==> config.mk <==
export PLATFORM = sky130hd
export DESIGN_NAME = servo_slew_ramp_generator_top
export DESIGN_NICKNAME = d
export VERILOG_FILES = /design/src/rtl/sslew_pkg.sv /design/src/rtl/sslew_ctrl.sv /design/src/rtl/sslew_datapath.sv /design/src/rtl/servo_slew_ramp_generator_top.sv
export SDC_FILE = /design/constraint.sdc
export NUM_CORES = 1
export LEC_CHECK = 0
export BUFFER_PORTS_ARGS = -buffer_cell sky130_fd_sc_hd__buf_2
export CAP_MARGIN = 20
export CORE_ASPECT_RATIO = 0.7
export CORE_MARGIN = 2
export CORE_UTILIZATION = 62
export DETAILED_ROUTE_END_ITERATION = 10
export PLACE_DENSITY_LB_ADDON = 0.1
export SYNTH_ARGS = -nofsm -noshare
export SYNTH_HDL_FRONTEND = slang
export SYNTH_SLANG_ARGS = --single-unit
==> constraint.sdc <==
create_clock -name clk -period 17.6 [get_ports clk]
set_input_delay 1.76 -clock clk [delete_from_list [all_inputs] [get_ports clk]]
set_output_delay 1.76 -clock clk [all_outputs]
set_load 0.1 [all_outputs]
==> src/rtl/sslew_pkg.sv <==
package sslew_pkg;

    // servo limits in degrees
    localparam logic [7:0] HEAD_MIN   = 8'd60;
    localparam logic [7:0] HEAD_MAX   = 8'd110;
    localparam logic [7:0] HAND_MIN   = 8'd90;
    localparam logic [7:0] HAND_MAX   = 8'd133;
    localparam logic [7:0] ANGLE_MAX  = 8'd180;
    localparam logic [7:0] POS_RESET  = 8'd90;
    localparam logic [7:0] RAMP_STEP  = 8'd2;

    // servo select codes
    localparam logic SERVO_HEAD = 1'b0;
    localparam logic SERVO_HAND = 1'b1;

    // pulse width: 500 + angle*2000/180, i.e. 500 + floor(angle*728200 / 2^16)
    localparam logic [11:0] PULSE_BASE  = 12'd500;
    localparam logic [19:0] PULSE_RECIP = 20'd728200;

    typedef struct packed {
        logic load;        // capture a new request
        logic emit_step;   // write a ramp set-point to the output register
        logic emit_final;  // write the exact target and update the position
    } sslew_cmd_t;

    typedef struct packed {
        logic enable;      // configuration register
        logic ramp_more;   // another ramp set-point is due
        logic slot_free;   // output register empty or being taken this cycle
    } sslew_status_t;

endpackage

==> src/rtl/sslew_ctrl.sv <==
module sslew_ctrl (
    input  logic                    clk,
    input  logic                    rst_n,
    input  logic                    s_tvalid,
    output logic                    s_tready,
    input  sslew_pkg::sslew_status_t status,
    output sslew_pkg::sslew_cmd_t    cmd
);
    import sslew_pkg::*;

    typedef enum logic {
        ST_IDLE,
        ST_RAMP
    } state_t;

    state_t state_reg;
    state_t state_next;

    assign s_tready = (state_reg == ST_IDLE);

    always_comb
    begin
        state_next     = state_reg;
        cmd.load       = 1'b0;
        cmd.emit_step  = 1'b0;
        cmd.emit_final = 1'b0;
        unique case (state_reg)
            ST_IDLE:
            begin
                // disabled requests are taken and dropped
                if (s_tvalid && status.enable)
                begin
                    cmd.load   = 1'b1;
                    state_next = ST_RAMP;
                end
            end
            ST_RAMP:
            begin
                if (status.slot_free)
                begin
                    if (status.ramp_more)
                    begin
                        cmd.emit_step = 1'b1;
                    end
                    else
                    begin
                        cmd.emit_final = 1'b1;
                        state_next     = ST_IDLE;
                    end
                end
            end
            default:
            begin
                state_next = ST_IDLE;
            end
        endcase
    end

    always_ff @(posedge clk or negedge rst_n)
    begin
        if (!rst_n)
        begin
            state_reg <= ST_IDLE;
        end
        else
        begin
            state_reg <= state_next;
        end
    end

endmodule

==> src/rtl/sslew_datapath.sv <==
module sslew_datapath (
    input  logic                     clk,
    input  logic                     rst_n,
    input  logic                     enable_we,
    input  logic                     enable_wdata,
    input  logic                     s_tuser,
    input  logic [7:0]               s_tdata,
    input  sslew_pkg::sslew_cmd_t    cmd,
    output sslew_pkg::sslew_status_t status,
    output logic                     m_tvalid,
    input  logic                     m_tready,
    output logic                     m_tuser,
    output logic                     m_tlast,
    output logic [31:0]              m_tdata
);
    import sslew_pkg::*;

    logic       enable_reg;
    logic [7:0] head_pos_reg;
    logic [7:0] hand_pos_reg;
    logic       sel_reg;
    logic [7:0] tgt_reg;
    logic [7:0] p_reg;
    logic       up_reg;
    logic       move_reg;

    logic        out_valid_reg;
    logic        out_id_reg;
    logic [7:0]  out_angle_reg;
    logic [11:0] out_pulse_reg;
    logic        out_last_reg;
    logic [7:0]  out_rep_reg;

    logic [7:0]  head_tgt;
    logic [7:0]  req_sat;
    logic [7:0]  req_rev;
    logic [7:0]  hand_tgt;
    logic [7:0]  tgt_in;
    logic [7:0]  cur_in;
    logic [7:0]  emit_angle;
    logic [27:0] pulse_prod;
    logic [11:0] pulse_val;
    logic        slot_free;

    // target clamping per servo
    always_comb
    begin
        if (s_tdata < HEAD_MIN)
            head_tgt = HEAD_MIN;
        else if (s_tdata > HEAD_MAX)
            head_tgt = HEAD_MAX;
        else
            head_tgt = s_tdata;

        req_sat = (s_tdata > ANGLE_MAX) ? ANGLE_MAX : s_tdata;
        req_rev = ANGLE_MAX - req_sat;
        if (req_rev < HAND_MIN)
            hand_tgt = HAND_MIN;
        else if (req_rev > HAND_MAX)
            hand_tgt = HAND_MAX;
        else
            hand_tgt = req_rev;

        tgt_in = (s_tuser == SERVO_HAND) ? hand_tgt : head_tgt;
        cur_in = (s_tuser == SERVO_HAND) ? hand_pos_reg : head_pos_reg;
    end

    // pulse width of the angle being emitted
    assign emit_angle = cmd.emit_final ? tgt_reg : p_reg;
    assign pulse_prod = {20'd0, emit_angle} * {8'd0, PULSE_RECIP};
    assign pulse_val  = PULSE_BASE + pulse_prod[27:16];

    assign slot_free = !out_valid_reg || m_tready;

    assign status.enable    = enable_reg;
    assign status.slot_free = slot_free;
    assign status.ramp_more = move_reg &&
                              (up_reg ? (p_reg <= tgt_reg) : (p_reg >= tgt_reg));

    assign m_tvalid = out_valid_reg;
    assign m_tuser  = out_id_reg;
    assign m_tlast  = out_last_reg;
    assign m_tdata  = {4'd0, out_rep_reg, out_pulse_reg, out_angle_reg};

    // control and servo state
    always_ff @(posedge clk or negedge rst_n)
    begin
        if (!rst_n)
        begin
            enable_reg    <= 1'b0;
            head_pos_reg  <= POS_RESET;
            hand_pos_reg  <= POS_RESET;
            out_valid_reg <= 1'b0;
        end
        else
        begin
            if (enable_we)
                enable_reg <= enable_wdata;
            if (cmd.emit_final)
            begin
                if (sel_reg == SERVO_HAND)
                    hand_pos_reg <= tgt_reg;
                else
                    head_pos_reg <= tgt_reg;
            end
            if (cmd.emit_step || cmd.emit_final)
                out_valid_reg <= 1'b1;
            else if (m_tready)
                out_valid_reg <= 1'b0;
        end
    end

    // request and output payload
    always_ff @(posedge clk)
    begin
        if (cmd.load)
        begin
            sel_reg  <= s_tuser;
            tgt_reg  <= tgt_in;
            p_reg    <= cur_in;
            up_reg   <= (cur_in < tgt_in);
            move_reg <= (cur_in != tgt_in);
        end
        else if (cmd.emit_step)
        begin
            p_reg <= up_reg ? (p_reg + RAMP_STEP) : (p_reg - RAMP_STEP);
        end

        if (cmd.emit_step || cmd.emit_final)
        begin
            out_id_reg    <= sel_reg;
            out_angle_reg <= emit_angle;
            out_pulse_reg <= pulse_val;
            out_last_reg  <= cmd.emit_final;
            if (!cmd.emit_final)
                out_rep_reg <= 8'd0;
            else if (sel_reg == SERVO_HAND)
                out_rep_reg <= ANGLE_MAX - tgt_reg;
            else
                out_rep_reg <= tgt_reg;
        end
    end

endmodule

==> src/rtl/servo_slew_ramp_generator_top.sv <==
// servo slew ramp generator for two servos, head (tuser 0) and hand (tuser 1).
// each request item carries a target angle; the head target is clamped to
// 60..110, the hand target is saturated at 180, reversed to 180 minus angle and
// clamped to 90..133. the block then streams set-points from the servo's current
// angle towards the target in steps of 2 (the current angle first), followed by
// the exact target marked with tlast, which also becomes the new current angle.
// every set-point carries its pulse width, 500 + angle*2000/180 us truncated.
// the tlast item also reports the position (head angle, or 180 minus hand angle).
// while enable is low, requests are taken and dropped. one request at a time:
// a request with a ramp of n set-points takes n + 1 output items at one item per
// cycle when the sink is ready, after a capture step; the single output register,
// paced by m_tready, sets that pace. the next request is taken as soon as the
// tlast item sits in the output register.
module servo_slew_ramp_generator_top (
    input  logic        clk,
    input  logic        rst_n,
    // configuration: enable register
    input  logic        enable_we,
    input  logic        enable_wdata,
    // request items
    input  logic        s_tvalid,
    output logic        s_tready,
    input  logic        s_tuser,   // [0] servo_select
    input  logic [7:0]  s_tdata,   // [7:0] target_angle
    // set-point items
    output logic        m_tvalid,
    input  logic        m_tready,
    output logic        m_tuser,   // [0] servo_id
    output logic        m_tlast,   // last_step
    output logic [31:0] m_tdata    // [7:0] setpoint_angle, [19:8] pulse_width_us,
                                   // [27:20] reported_position, [31:28] zero
);
    import sslew_pkg::*;

    sslew_cmd_t    cmd;
    sslew_status_t status;

    // sequencer: capture, ramp, final target
    sslew_ctrl u_ctrl (
        .clk      (clk),
        .rst_n    (rst_n),
        .s_tvalid (s_tvalid),
        .s_tready (s_tready),
        .status   (status),
        .cmd      (cmd)
    );

    // clamping, ramp counter, positions, pulse width and output register
    sslew_datapath u_datapath (
        .clk          (clk),
        .rst_n        (rst_n),
        .enable_we    (enable_we),
        .enable_wdata (enable_wdata),
        .s_tuser      (s_tuser),
        .s_tdata      (s_tdata),
        .cmd          (cmd),
        .status       (status),
        .m_tvalid     (m_tvalid),
        .m_tready     (m_tready),
        .m_tuser      (m_tuser),
        .m_tlast      (m_tlast),
        .m_tdata      (m_tdata)
    );

endmodule

## Yosys cells after proc, flatten, opt, wreduce, memory -nomap -nowiden

Cells that the tools add are included.
W data, S select, Z words.

- Flip-flop bits (word level): 68
- Input port bits: 15
- Output and inout bits: 36
- Logic and storage cells: 64

- Add/sub/neg operators: 5
- Multipliers: 1
- Order comparisons: 8
- Eq/ne operators: 1
- Multiplexer cells: 23
- Bitwise gates (word level): 2
- Reduce and logical (&&, ||, !) cells: 9

Operators with widths:

| operator | number |
|---|---|
| $mux W8 | 12 |
| $mul A8 B17 Y25 const B | 1 |
| $gt A8 B8 Y1 const B | 2 |
| $sub A8 B8 Y8 const A | 2 |
| $add A9 B12 Y12 const A | 1 |
| $add A8 B2 Y8 const B | 1 |
| $ge A8 B8 Y1 | 1 |
| $gt A8 B7 Y1 const B | 1 |
| $le A8 B8 Y1 | 1 |
| $lt A8 B6 Y1 const B | 1 |
| $lt A8 B7 Y1 const B | 1 |
| $lt A8 B8 Y1 | 1 |
| $mux W1 | 8 |
| $ne A8 B8 Y1 | 1 |
| $sub A8 B2 Y8 const B | 1 |
| $mux W2 | 2 |
| $reduce_and A2 Y1 | 2 |
| $reduce_bool A2 Y1 | 2 |
| $logic_and A1 B1 Y1 | 2 |
| $logic_or A1 B1 Y1 | 2 |
| $not A1 Y1 | 2 |
| $pmux W1 S2 | 1 |
| $logic_not A1 Y1 | 1 |

## Longest topological paths before layout

- Depth in word-level cells: 9
- Mapped depth: 30

## Hierarchy

From an unflattened synthesis, not the netlist that was laid out.

- Cells, all modules: 588
- Area total of the unflattened synthesis: 5916.9 um2

By module, submodules not included:

| module | times used | cells each | area an instance (um2) |
|---|---|---|---|
| sslew_datapath | 1 | 581 | 5851.9 |
| sslew_ctrl | 1 | 7 | 65.1 |

## Least setup slack after synthesis

No wires, ideal clock.

- Path kind: input-to-reg
- Start point: in m_tready
- End point: reg u_datapath.out_pulse_reg[11] (data pin)
- Library setup time: 0.263 ns
- Data arrival time: 8.456 ns
- Data required time: 17.337 ns
- Setup slack: 8.881 ns
- Stages on the path: 23
- Buffers on the path: 1
- Cells stage by stage: nand2b_1 nand2_1 inv_1 nand2_1 clkbuf_1 o21ai_0 ha_1 fa_1 fa_1 inv_1 fa_1 inv_1 ha_1 a21o_1 a21o_1 a21o_1 a21oi_1 or4b_1 and4_4 nor4_4 a2111oi_0 nor4bb_1 nand2_1

- Longest elaborated chain between the ends: 6

RTL lines:

| what | RTL line | RTL |
|---|---|---|
| start: declaration | servo_slew_ramp_generator_top.sv:27 | `input logic m_tready,` |
| $logic_or A1 B1 Y1 | sslew_datapath.sv:73 | `assign slot_free = !out_valid_reg \|\| m_tready;` |
| $mux W2 | sslew_ctrl.sv:39 | `if (status.slot_free)` |
| $mux W2 | sslew_ctrl.sv:27 | `unique case (state_reg)` |
| $mux W8 | sslew_datapath.sv:69 | `assign emit_angle = cmd.emit_final ? tgt_reg : p_reg;` |
| via u_datapath.emit_angle[7] | sslew_datapath.sv:40 | `logic [7:0] emit_angle;` |
| $mul A8 B17 Y25 | sslew_datapath.sv:70 | `assign pulse_prod = {20'd0, emit_angle} * {8'd0, PULSE_RECIP};` |
| $add A9 B12 Y12 | sslew_datapath.sv:71 | `assign pulse_val = PULSE_BASE + pulse_prod[27:16];` |
| via u_datapath.pulse_val[11] | sslew_datapath.sv:42 | `logic [11:0] pulse_val;` |
| end signal: assignment | sslew_datapath.sv:133 | `out_pulse_reg <= pulse_val;` |
| end: declaration | sslew_datapath.sv:30 | `logic [11:0] out_pulse_reg;` |

The timed path passes the listed nets, and every way through them passes these cells.
A chain may end at the register's enable or synchronous reset.

## Worst setup path in the final report

Same ends and word-level chain as after synthesis.

==> summary.txt <==
Placement
  – Placer Congestion: 0.948
  – I/O Buffers: 46
  – Final HPWL DP: 11.3 mm
  – Dpl cells: 759

Yosys
  – Syn. warnings: 0
  – Top-area cell type share of the netlist area: approximately a quarter
  – Mapped Area: 5960 µm²
  – EDFF count, synth: 49
  – Synth top area cells: edfxtp_1 (25%), ha_1 (17%), fa_1 (7.4%), dfrtp_1 (4.6%), inv_1 (4.3%)
  – Predominant post-synthesis flop cell: edfxtp_1
  – Distinct cells, synth: 68
  – Synth Area per Inst: roughly 9.9 µm²
  – Synthesized flop and latch total: 68
  – Post-synth top area cell: edfxtp_1
  – Seq/Total Area, Yosys: approximately a third
  – Post-synth ARST share: between 20% and 30%
  – Mapped Cells: 599

Timing
  – Measured slew at the worst slew-check pin: 0.933 ns
  – Period utilisation layout: 49.6%
  – RSZ-0062 raised after global routing: false
  – WHS: 0.491 ns
  – Max Freq: 115 MHz
  – Slew HR: between 30% and 40%
  – Tmin final: 8.72 ns
  – Final slew viol count: 0
  – Clk_skew: around 0.010 ns
  – Final Hold Violating Endpoints: 0
  – Final Setup Violations: 0
  – Setup_tns: 0 ns

Critical path
  – CP Max Fanout: 33
  – Critical Path End Type: register
  – Worst path required time: 17.68 ns
  – Worst R2R Setup Slack: 9.38 ns
  – Crit path launch: m_tready
  – CP arrival: ~8.8 ns
  – RR Startpoint: u_datapath.tgt_reg[5]
  – Critical path type: in -> reg
  – Crit start category: primary input

Global route
  – Grt total ovfl: 0
  – Number of global-route vias before repair: 4652
  – Gr usage total: between 30% and 40%
  – Largest net degree at the start of global routing: 34
  – First-pass GRT wire length: approximately 24 mm
  – Initial antenna violation count: 0

Route
  – DR pass1 iterations: 5
  – Drt wl/cell: ~19 µm
  – Vias: 4813
  – DR vias/cell: 6.20
  – Initial drt markers: 450
  – DRC errors left: 0
  – Drt total wl: 14.5 mm
  – DRT antenna net count: 0

Cells and area
  – Fraction of layout cells with a size suffix above 1: 15.3%
  – Layout Nets: 765
  – Antenna Diode Count: 0
  – Non-Filler Instances: around 780
  – Max FFs per register: 12
  – Layout Area Growth over Synthesis: 11.2%

Clocking
  – Clock root cell: clkbuf_16
  – Total setup buffers inserted after CTS: 0
  – Clk pin slew, worst setup/hold paths: 0.06 ns
  – Post-CTS sizing: 0
  – CTS HTree Levels: 3
  – Hold-fix buffers, CTS: 0
  – Worst-skew pair later-pin latency: 0.34 ns
  – TritonCTS clock tree: done
  – Clock buffer count from CTS: 9
  – Sink Count: 68
  – Clock tree buffer depth: 2

Worst hold path
  – Hold wc startpoint: u_datapath.hand_pos_reg[4]
  – Hold Path Class: reg -> reg

Run status
  – Status: finished clean

Floorplan
  – # rows: 29
  – Core ar.: 9220 µm²
  – Die X: roughly 120 µm
  – Initial Util: 64.6%
  – I/O pins: 51
  – Die Span Y: 86.0 µm
  – Die area: 10400 µm²

Job
  – Max Cap Viol: 0
## through the flow
stage	cell area (µm²)	util, %	setup slack [ns]
detailed placement	6300	68.4	8.68
finish	6620	71.8	8.88
floorplan	5970	-	8.88
CTS	6620	71.8	8.99
global route	6620	71.8	8.51
global placement	6300	68.4	8.98
## synth_stat cells (4+ instances only)
library cell / instances
a21o_1: 28
mux2i_1: 4
nand2_1: 37
nand3_1: 11
nor2_1: 42
buf_4: 4
and2_1: 6
o21a_1: 4
a21oi_1: 32
nor2b_1: 5
nand2b_1: 9
nor4_1: 4
xnor2_1: 19
dfrtp_1: 11
nor3_1: 8
xor2_1: 7
clkbuf_1: 12
mux2_2: 19
nand4_1: 6
o21ai_0: 28
inv_1: 69
a211oi_1: 5
or2_2: 4
dfstp_2: 8
and3_1: 5
edfxtp_1: 49
ha_1: 81
fa_1: 22
## layer usage
metal / track usage (%) / part of all wire, %
met2: 41.7 / 40
met4: 8.99 / 2.0
met1: 46.8 / 50
met3: 6.52 / 8.8
met5: 0 / 0
## cells by family after synthesis
kind of cell / count (synthesis) / synth area share [%]
multiplexers: 23 / 4.26
flip-flops: 68 / 32.9
other: 1 / 0.0630
AND/OR/NAND/NOR: 149 / 12.6
adder cells (fa/ha/maj): 103 / 24.4
buffers and inverters: 86 / 5.67
AO/OA/AOI/OAI: 143 / 16.3
XOR/XNOR: 26 / 3.82
## layout make-up
cell class                 instances  area, µm²
timing repair buffer              50        258
fill                             673       2590
sequential                        68       1960
clock inverter                     4       26.3
inverter                          70        263
multi-input combinational        448       3670
tap                              124        155
clock buffer                      12        289
## worst max-delay path, stage by stage
cell,delay (ns)
buf_2,0.07
nand2b_1,0.22
nand2_1,0.15
inv_1,0.09
buf_4,0.41
nand2_1,0.58
nor2_1,0.25
a21o_1,0.32
ha_1,0.35
fa_1,0.51
fa_1,0.52
inv_1,0.05
fa_1,0.50
inv_1,0.05
ha_1,0.38
a21o_1,0.22
a21o_1,0.18
a21o_1,0.19
a21oi_1,0.24
or4b_1,0.46
and4_4,0.21
nor4_4,0.48
a2111oi_0,0.22
nor4bb_1,0.28
nand2_1,0.09
## final timing paths
check                           cells past startpoint                            to
worst max-delay path                               25  u_datapath.out_pulse_reg[11]
worst min-delay path                                2    u_datapath.hand_pos_reg[4]
worst max register to register                     26  u_datapath.out_pulse_reg[11]
worst min register to register                      2    u_datapath.hand_pos_reg[4]
max in group asynchronous                           1    u_datapath.hand_pos_reg[3]
min in group asynchronous                           1    u_datapath.hand_pos_reg[2]
## cells in the final DEF, fill, tap and decap left out, drive strengths merged, types with 22 or more instances in the layout
| master | count |
|---|---|
| edfxtp | 49 |
| nor2 | 42 |
| fa | 22 |
| a21oi | 32 |
| ha | 81 |
| buf | 50 |
| inv | 70 |
| nand2 | 37 |
| o21ai | 29 |
| a21o | 28 |
Power is not shown: default switching activity piles up to over one toggle a cycle in this logic, so the estimate is an artifact.
